`src/hw/rtl/wlpf_pkg.sv`:
```
`timescale 1ns / 1ps
// ----------------------------------------------------------------------------
// Waypoint path follower package
// Shared types, codes and constants of the path follower.
// ----------------------------------------------------------------------------
package wlpf_pkg;

	localparam logic [1:0] OPC_LOAD    = 2'd0;
	localparam logic [1:0] OPC_TICK    = 2'd1;
	localparam logic [1:0] OPC_RESTART = 2'd2;

	localparam logic [1:0] STATUS_OK   = 2'd0;
	localparam logic [1:0] STATUS_FULL = 2'd1;
	localparam logic [1:0] STATUS_FEW  = 2'd2;

	localparam logic [31:0] SPAN_RESET = 32'd1000;
	localparam int LEN_W = 40;

	typedef struct packed {
		logic        [1:0]  opcode;
		logic signed [31:0] point_x;
		logic signed [31:0] point_y;
		logic signed [31:0] point_z;
		logic        [31:0] time_ms;
	} item_t;

	typedef struct packed {
		logic signed [31:0] pos_x;
		logic signed [31:0] pos_y;
		logic signed [31:0] pos_z;
		logic        [3:0]  segment;
		logic               finished;
		logic        [1:0]  status;
	} result_t;

	typedef enum logic [4:0] {
		S_IDLE, S_DISPATCH, S_LOAD_AB, S_SQ, S_SQRT, S_ACC, S_SPD, S_SPD_SET,
		S_SEG_R0, S_SEG_R1, S_SEG_R2, S_DIR_INIT, S_DIR_DIV, S_DIR_SET, S_SEG_END,
		S_MUL1, S_MUL2, S_UPD, S_CHK, S_CHK_W, S_DONE
	} state_t;

	typedef enum logic [4:0] {
		DP_NOP, DP_CAPTURE, DP_LOAD_FULL, DP_LOAD_WR, DP_LOAD_AB, DP_SQ,
		DP_SQRT_STEP, DP_ACC, DP_SHORT, DP_SPD_INIT, DP_DIV_STEP, DP_SPD_SET,
		DP_SEG_R0, DP_SEG_R1, DP_SEG_R2, DP_DIR_INIT, DP_DIR_SET, DP_SEG_END,
		DP_TICK_FIRST, DP_TICK_START, DP_MUL1, DP_MUL2, DP_UPD, DP_CHK_RD,
		DP_SNAP, DP_NEXT, DP_PUBLISH
	} dp_op_t;

	typedef struct packed {
		dp_op_t     op;
		logic [1:0] axis;
	} cmd_t;

	typedef struct packed {
		logic [1:0] opcode;
		logic       full;
		logic       few;
		logic       count_zero;
		logic       done;
		logic       first;
		logic       nxt_lt;
		logic       last;
		logic       passed;
	} stat_t;

endpackage

```
`src/hw/rtl/wlpf_ctrl.sv`:
```
`timescale 1ns / 1ps
// ----------------------------------------------------------------------------
// Path follower controller
// Sequences loads, ticks and restarts through the datapath and owns the
// input and result handshakes.
// ----------------------------------------------------------------------------
module wlpf_ctrl (
	input  logic              clk,
	input  logic              arst_n,
	input  logic              in_valid,
	output logic              in_ready,
	output logic              out_valid,
	input  logic              out_ready,
	input  wlpf_pkg::stat_t   stat,
	output wlpf_pkg::cmd_t    cmd
);

	wlpf_pkg::state_t state_q, state_d;
	logic [5:0] cnt_q, cnt_d;
	logic [1:0] axis_q, axis_d;
	logic       ctx_load_q, ctx_load_d;
	logic       out_valid_q;
	logic       publish;

	always_ff @(posedge clk or negedge arst_n) begin
		if (!arst_n) begin
			state_q     <= wlpf_pkg::S_IDLE;
			cnt_q       <= '0;
			axis_q      <= '0;
			ctx_load_q  <= 1'b0;
			out_valid_q <= 1'b0;
		end else begin
			state_q    <= state_d;
			cnt_q      <= cnt_d;
			axis_q     <= axis_d;
			ctx_load_q <= ctx_load_d;
			if (publish)
				out_valid_q <= 1'b1;
			else if (out_ready)
				out_valid_q <= 1'b0;
		end
	end

	always_comb begin
		state_d    = state_q;
		cnt_d      = cnt_q;
		axis_d     = axis_q;
		ctx_load_d = ctx_load_q;
		case (state_q)
			wlpf_pkg::S_IDLE: begin
				if (in_valid)
					state_d = wlpf_pkg::S_DISPATCH;
			end
			wlpf_pkg::S_DISPATCH: begin
				axis_d = '0;
				cnt_d  = '0;
				case (stat.opcode)
					wlpf_pkg::OPC_LOAD: begin
						if (stat.full || stat.count_zero)
							state_d = wlpf_pkg::S_DONE;
						else
							state_d = wlpf_pkg::S_LOAD_AB;
					end
					wlpf_pkg::OPC_TICK: begin
						if (stat.done || stat.first)
							state_d = wlpf_pkg::S_DONE;
						else
							state_d = wlpf_pkg::S_MUL1;
					end
					wlpf_pkg::OPC_RESTART: begin
						if (stat.few)
							state_d = wlpf_pkg::S_DONE;
						else
							state_d = wlpf_pkg::S_SPD;
					end
					default: state_d = wlpf_pkg::S_DONE;
				endcase
			end
			wlpf_pkg::S_LOAD_AB: begin
				ctx_load_d = 1'b1;
				axis_d     = '0;
				state_d    = wlpf_pkg::S_SQ;
			end
			wlpf_pkg::S_SQ: begin
				cnt_d = '0;
				if (axis_q == 2'd2)
					state_d = wlpf_pkg::S_SQRT;
				else
					axis_d = axis_q + 2'd1;
			end
			wlpf_pkg::S_SQRT: begin
				cnt_d = cnt_q + 6'd1;
				if (cnt_q == 6'd32) begin
					axis_d  = '0;
					state_d = ctx_load_q ? wlpf_pkg::S_ACC : wlpf_pkg::S_DIR_INIT;
				end
			end
			wlpf_pkg::S_ACC: state_d = wlpf_pkg::S_DONE;
			wlpf_pkg::S_SPD: begin
				cnt_d = cnt_q + 6'd1;
				if (cnt_q == 6'd55)
					state_d = wlpf_pkg::S_SPD_SET;
			end
			wlpf_pkg::S_SPD_SET: state_d = wlpf_pkg::S_SEG_R0;
			wlpf_pkg::S_SEG_R0: state_d = wlpf_pkg::S_SEG_R1;
			wlpf_pkg::S_SEG_R1: state_d = wlpf_pkg::S_SEG_R2;
			wlpf_pkg::S_SEG_R2: begin
				ctx_load_d = 1'b0;
				axis_d     = '0;
				state_d    = wlpf_pkg::S_SQ;
			end
			wlpf_pkg::S_DIR_INIT: begin
				cnt_d   = '0;
				state_d = wlpf_pkg::S_DIR_DIV;
			end
			wlpf_pkg::S_DIR_DIV: begin
				cnt_d = cnt_q + 6'd1;
				if (cnt_q == 6'd30)
					state_d = wlpf_pkg::S_DIR_SET;
			end
			wlpf_pkg::S_DIR_SET: begin
				if (axis_q == 2'd2) begin
					state_d = wlpf_pkg::S_SEG_END;
				end else begin
					axis_d  = axis_q + 2'd1;
					state_d = wlpf_pkg::S_DIR_INIT;
				end
			end
			wlpf_pkg::S_SEG_END: state_d = wlpf_pkg::S_DONE;
			wlpf_pkg::S_MUL1: state_d = wlpf_pkg::S_MUL2;
			wlpf_pkg::S_MUL2: state_d = wlpf_pkg::S_UPD;
			wlpf_pkg::S_UPD: begin
				if (axis_q == 2'd2) begin
					state_d = wlpf_pkg::S_CHK;
				end else begin
					axis_d  = axis_q + 2'd1;
					state_d = wlpf_pkg::S_MUL1;
				end
			end
			wlpf_pkg::S_CHK: begin
				state_d = stat.nxt_lt ? wlpf_pkg::S_CHK_W : wlpf_pkg::S_DONE;
			end
			wlpf_pkg::S_CHK_W: begin
				if (stat.passed && !stat.last)
					state_d = wlpf_pkg::S_SEG_R0;
				else
					state_d = wlpf_pkg::S_DONE;
			end
			wlpf_pkg::S_DONE: begin
				if (!out_valid_q || out_ready)
					state_d = wlpf_pkg::S_IDLE;
			end
			default: state_d = wlpf_pkg::S_IDLE;
		endcase
	end

	always_comb begin
		cmd.op   = wlpf_pkg::DP_NOP;
		cmd.axis = axis_q;
		publish  = 1'b0;
		case (state_q)
			wlpf_pkg::S_IDLE: begin
				if (in_valid)
					cmd.op = wlpf_pkg::DP_CAPTURE;
			end
			wlpf_pkg::S_DISPATCH: begin
				case (stat.opcode)
					wlpf_pkg::OPC_LOAD:
						cmd.op = stat.full ? wlpf_pkg::DP_LOAD_FULL : wlpf_pkg::DP_LOAD_WR;
					wlpf_pkg::OPC_TICK: begin
						if (!stat.done)
							cmd.op = stat.first ? wlpf_pkg::DP_TICK_FIRST
								: wlpf_pkg::DP_TICK_START;
					end
					wlpf_pkg::OPC_RESTART:
						cmd.op = stat.few ? wlpf_pkg::DP_SHORT : wlpf_pkg::DP_SPD_INIT;
					default: cmd.op = wlpf_pkg::DP_NOP;
				endcase
			end
			wlpf_pkg::S_LOAD_AB: cmd.op = wlpf_pkg::DP_LOAD_AB;
			wlpf_pkg::S_SQ: cmd.op = wlpf_pkg::DP_SQ;
			wlpf_pkg::S_SQRT: cmd.op = wlpf_pkg::DP_SQRT_STEP;
			wlpf_pkg::S_ACC: cmd.op = wlpf_pkg::DP_ACC;
			wlpf_pkg::S_SPD: cmd.op = wlpf_pkg::DP_DIV_STEP;
			wlpf_pkg::S_SPD_SET: cmd.op = wlpf_pkg::DP_SPD_SET;
			wlpf_pkg::S_SEG_R0: cmd.op = wlpf_pkg::DP_SEG_R0;
			wlpf_pkg::S_SEG_R1: cmd.op = wlpf_pkg::DP_SEG_R1;
			wlpf_pkg::S_SEG_R2: cmd.op = wlpf_pkg::DP_SEG_R2;
			wlpf_pkg::S_DIR_INIT: cmd.op = wlpf_pkg::DP_DIR_INIT;
			wlpf_pkg::S_DIR_DIV: cmd.op = wlpf_pkg::DP_DIV_STEP;
			wlpf_pkg::S_DIR_SET: cmd.op = wlpf_pkg::DP_DIR_SET;
			wlpf_pkg::S_SEG_END: cmd.op = wlpf_pkg::DP_SEG_END;
			wlpf_pkg::S_MUL1: cmd.op = wlpf_pkg::DP_MUL1;
			wlpf_pkg::S_MUL2: cmd.op = wlpf_pkg::DP_MUL2;
			wlpf_pkg::S_UPD: cmd.op = wlpf_pkg::DP_UPD;
			wlpf_pkg::S_CHK: begin
				if (stat.nxt_lt)
					cmd.op = wlpf_pkg::DP_CHK_RD;
			end
			wlpf_pkg::S_CHK_W: begin
				if (stat.passed)
					cmd.op = stat.last ? wlpf_pkg::DP_SNAP : wlpf_pkg::DP_NEXT;
			end
			wlpf_pkg::S_DONE: begin
				if (!out_valid_q || out_ready) begin
					cmd.op  = wlpf_pkg::DP_PUBLISH;
					publish = 1'b1;
				end
			end
			default: cmd.op = wlpf_pkg::DP_NOP;
		endcase
	end

	assign in_ready  = (state_q == wlpf_pkg::S_IDLE);
	assign out_valid = out_valid_q;

endmodule

```
`config.mk`:
```
export PLATFORM = sky130hd
export DESIGN_NAME = wlpf_ctrl
export DESIGN_NICKNAME = d
export VERILOG_FILES = /design/src/hw/rtl/wlpf_pkg.sv /design/src/hw/rtl/wlpf_ctrl.sv
export SDC_FILE = /design/constraint.sdc
export NUM_CORES = 1
export LEC_CHECK = 0
export ABC_CLOCK_PERIOD_IN_PS = 5500
export BUFFER_PORTS_ARGS = -buffer_cell sky130_fd_sc_hd__buf_4
export CAP_MARGIN = 10
export CORE_MARGIN = 4
export CORE_UTILIZATION = 40
export CTS_CLUSTER_DIAMETER = 40
export DETAILED_ROUTE_END_ITERATION = 16
export GPL_ROUTABILITY_DRIVEN = 0
export GPL_TIMING_DRIVEN = 0
export HOLD_SLACK_MARGIN = 0.1
export MAX_ROUTING_LAYER = met4
export SYNTH_ARGS = -nofsm -noshare
export SYNTH_HDL_FRONTEND = slang
export SYNTH_SLANG_ARGS = --single-unit
```
`constraint.sdc`:
```
create_clock -name clk -period 5.5 [get_ports clk]
set_input_delay 1.1 -clock clk [delete_from_list [all_inputs] [get_ports clk]]
set_output_delay 1.1 -clock clk [all_outputs]
set_load 0.05 [all_outputs]
```
Yosys cells after proc, flatten, opt, wreduce, memory -nomap -nowiden
Cells that the tools add are included.
W data, S select, Z words.
{"block": "word_totals", "register_bits": 15, "wordCells": 97, "out_inout_bits": 9, "in_bits": 14}
{"block": "op_classes", "reduce_logical": 21, "add_sub_neg": 2, "n_eq_ne": 33, "muxes": 36}
{"cell": "$pmux W5 S20", "n": 1}
{"cell": "$pmux W5 S19", "n": 1}
{"cell": "$mux W5", "n": 15}
{"cell": "$eq A5 B4 Y1 const B", "n": 8}
{"cell": "$pmux W5 S3", "n": 2}
{"cell": "$eq A5 B5 Y1 const B", "n": 5}
{"cell": "$eq A5 B3 Y1 const B", "n": 4}
{"cell": "$ne A2 B2 Y1 const B", "n": 7}
{"cell": "$eq A6 B6 Y1 const B", "n": 2}
{"cell": "$pmux W6 S2", "n": 1}
{"cell": "$reduce_or A3 Y1", "n": 4}
{"cell": "$eq A5 B2 Y1 const B", "n": 2}
{"cell": "$mux W1", "n": 9}
{"cell": "$add A6 B1 Y6 const B", "n": 1}
{"cell": "$eq A6 B5 Y1 const B", "n": 1}
{"cell": "$mux W3", "n": 2}
{"cell": "$pmux W2 S3", "n": 1}
{"cell": "$reduce_and A6 Y1", "n": 1}
{"cell": "$reduce_bool A2 Y1", "n": 3}
{"cell": "$reduce_or A2 Y1", "n": 3}
{"cell": "$eq A5 B1 Y1 const B", "n": 1}
{"cell": "$logic_not A5 Y1", "n": 1}
{"cell": "$eq A2 B2 Y1 const B", "n": 2}
{"cell": "$mux W2", "n": 2}
{"cell": "other kinds (10)", "n": 13}

Longest topological paths before layout
{"block": "logic_depth", "ltp_word": 5, "mapped_depth": 8, "ltp_nobuf": 7}

Worst setup path before layout
No wires, ideal clock.
{"block": "synth_path", "kind": "input to output", "start": "input stat[8] in the netlist's numbering", "end": "output cmd[5] in the netlist's numbering", "path_slack_ns": 1.172, "arrival_ns": 3.228, "required_time_ns": 4.400, "path_stages": 4, "cell_sequence": "inv_1 > ha_1 > a21oi_1 > o311ai_0"}
{"item": "start: declaration", "line_no": "wlpf_ctrl.sv:14", "rtl": "input wlpf_pkg::stat_t stat,"}
{"item": "end: declaration", "line_no": "wlpf_ctrl.sv:15", "rtl": "output wlpf_pkg::cmd_t cmd"}

==> impl_metrics.json <==
{
  "yosys_register_bits": 15,
  "htree_levels": 1,
  "clkTransAtPathRegs_ns": 0.06,
  "arrival_ns": 2.58,
  "drv_slew": 0,
  "period_share_pct": 67.0,
  "cts_inserted_buffers": 3,
  "dr_total_vias": 1783,
  "drt_wl_total_um": 4900,
  "rsz0062_at_grt": "no",
  "period_minus_slack_ns": 3.68,
  "timing.hold.ws_ns": 0.560,
  "wl_per_cell_um": 16.4,
  "outcome": "finished clean",
  "worst_pin_slew_ns": 0.470,
  "fillCellCount": 400,
  "portBuffers": 22,
  "synth_area_leader_cell": "dfrtp_1",
  "seq_area_frac_synth_pct": 22.9,
  "path_max_fanout": 3,
  "crit_end": "cmd[2]",
  "start_util_pct": 43.1,
  "grt_pass1_wl_um": 8110,
  "synth.most_common_cell": "nand2_1",
  "slowest_stage": "or3b_2",
  "final_layout_size_suffix_gt1_share_pct": 16.8,
  "drc": 0,
  "fp.coreArea_sq_um": 3800,
  "synthArstFlopShare_pct": 100,
  "antenna_cells": 0,
  "critPathLaunchType": "primary input",
  "drt-initial-drc-count": 255,
  "end_kind": "output port",
  "placementRows": 22,
  "fin_nets": 273,
  "ios": 23,
  "rr_startpoint": "state_q[0]",
  "hold_violations": 0,
  "synth_cell_types": 55,
  "drtPass1Iterations": 5,
  "die_h_um": 72.0,
  "grt_pass1_vias": 1635,
  "ant_nets": 0,
  "viasPerCell": 5.98,
  "die_area_sq_um": 5180,
  "required_ns": 4.40,
  "finClkSkew_ns": 0.000631,
  "cts_tree": "built",
  "syn_area_sq_um": 1640,
  "worstHoldPathCells": 2,
  "cts_sinks": 15,
  "setup_violations": 0,
  "critPathKind": "primary input to output port",
  "gr-usage-all-layers_pct": 20.3,
  "r2r-end": "state_q[2]",
  "avgSynthCellArea_sq_um": 7.31,
  "area_growth_pct": 16.7,
  "min_path_type": "register to register",
  "synth_nets": 246,
  "clock_latency_ns": 0.25,
  "yosysWarnings": 0,
  "maxSlewHeadroom_pct": 68.5,
  "synth_cells": 224,
  "r2r_slack_ns": 3.46,
  "synth_area_leaders": "dfrtp_1, ha_1, o21ai_0",
  "ctsResizeCount": 0,
  "cts_buffer_depth": 2,
  "die_w_um": 72.0,
  "grt_max_degree": 16,
  "drv_cap": 0,
  "powerDensity_nw_per_um2": 607,
  "max_stage_delay_ns": 0.47,
  "p_leak_nw": 0.819,
  "tns_ns": 0,
  "rr_worst_depth": 6,
  "cts_setup_buffers": 0,
  "cts_root_buffer": "clkbuf_8",
  "cp-startpoint": "stat[9]",
  "synth_top_area_share_pct": 22.9,
  "synth_edf_count": 0,
  "grt_overflow": 0,
  "cts_hold_buf": 0,
  "ys.flop_type": "dfrtp_1",
  "fmax_ghz": 0.271,
  "worstPathCellList": "buf_4 -> inv_1 -> ha_1 -> or3b_2 -> o21ai_0 -> a21o_1 -> a21oi_1 -> o21ai_0 -> buf_4",
  "ir_drop_v": 0.000227,
  "antenna_found_initial": 0,
  "hpwlAfterDp_um": 3750,
  "synthTopCellsByCount": "nand2_1, o21ai_0, nor2_1"
}
[cells by family (layout without fill, tap and decap cells)]
family                     count (synthesis)  count (layout)  share of synthesized area, %
AOI/OAI and AO/OA                         73              73                          29.4
xor gates and xnor gates                   5               5                          2.68
adders and majority gates                  8               8                          6.12
buffers and inverters                     28              54                          7.65
DFF                                       15              15                          22.9
muxes                                      1               1                         0.612
and+or+nand+nor                           94              94                          30.6
[critical path, delay by kind of cell]
family	cells	cell delay, ns
and+or+nand+nor	1	0.47
buffers and inverters	3	0.43
AOI/OAI and AO/OA	4	0.41
adders and majority gates	1	0.18
[placed cells by master (no fill, tap or decap), types with 3 or more instances in the layout]
| cell | instances |
|---|---|
| and2_1 | 4 |
| nand2_1 | 21 |
| o21ai_0 | 19 |
| nand2b_1 | 7 |
| nor4_1 | 3 |
| xnor2_1 | 3 |
| o22ai_1 | 3 |
| buf_2 | 4 |
| or3b_2 | 4 |
| a31oi_1 | 4 |
| dfrtp_1 | 15 |
| a21o_1 | 3 |
| nand3_1 | 10 |
| a21oi_1 | 13 |
| inv_1 | 14 |
| nor3_1 | 7 |
| clkbuf_8 | 3 |
| ha_1 | 8 |
| nor2_1 | 16 |
| nand4_1 | 5 |
| clkbuf_1 | 6 |
| buf_4 | 23 |
| o31ai_1 | 3 |
| nor2b_1 | 7 |
[where the power goes]
group          total (W)  internal (W)  switching, W
Combinational   0.000872      0.000306      0.000567
Clock          0.0000919     0.0000509     0.0000410
Sequential      0.000195      0.000149     0.0000461
Total            0.00116      0.000506      0.000654
[how the worst min path moves through the flow]
stage,start,endpoint,slack [ns]
after floorplan,cnt_q[3],cnt_q[3],0.50
after global placement,axis_q[1],axis_q[1],0.55
after detailed placement,axis_q[1],axis_q[1],0.55
after CTS,axis_q[1],axis_q[1],0.57
after global routing,cnt_q[5],cnt_q[5],0.60
final,cnt_q[5],cnt_q[5],0.56
[sequential cells by signal (all words and copies together), names as in the netlist]
| register | cells |
|---|---|
| out_valid | 1 |
| ctx_load_q | 1 |
| axis_q | 2 |
| cnt_q | 6 |
| state_q | 5 |
[final cells by class]
cell class                      instances  area [sq um]  area share, %
Clock buffer                            3          41.3           2.16
Clock inverter                          1          7.51          0.393
Buffer                                 14          72.6           3.80
Timing Repair Buffer                   22           165           8.64
Tap cell                               48          60.1           3.14
Multi-Input combinational cell        181          1140           59.5
Sequential cell                        15           375           19.6
Inverter                               14          52.6           2.75
[routing by layer]
layer,vias up,wire length (um),track usage (%)
li1,871,-,-
met1,832,2250,29.5
met2,74,2130,29.9
met3,6,464,3.74
met4,0,47,3.13
met5,-,0,-
[through the flow]
stage               setup slack (ns)  cell area [sq um]  total power [W]  util (%)  cells
floorplan                       1.17               1640         0.000828         -    224
global placement                1.82               1860          0.00106      49.0    294
detailed placement              1.83               1860          0.00105      49.0    294
CTS                             1.82               1910          0.00116      50.3    298
global route                    1.72               1910          0.00125      50.3    298
finish                          1.82               1910          0.00116      50.3    298
(Power assumes the default switching activity.)
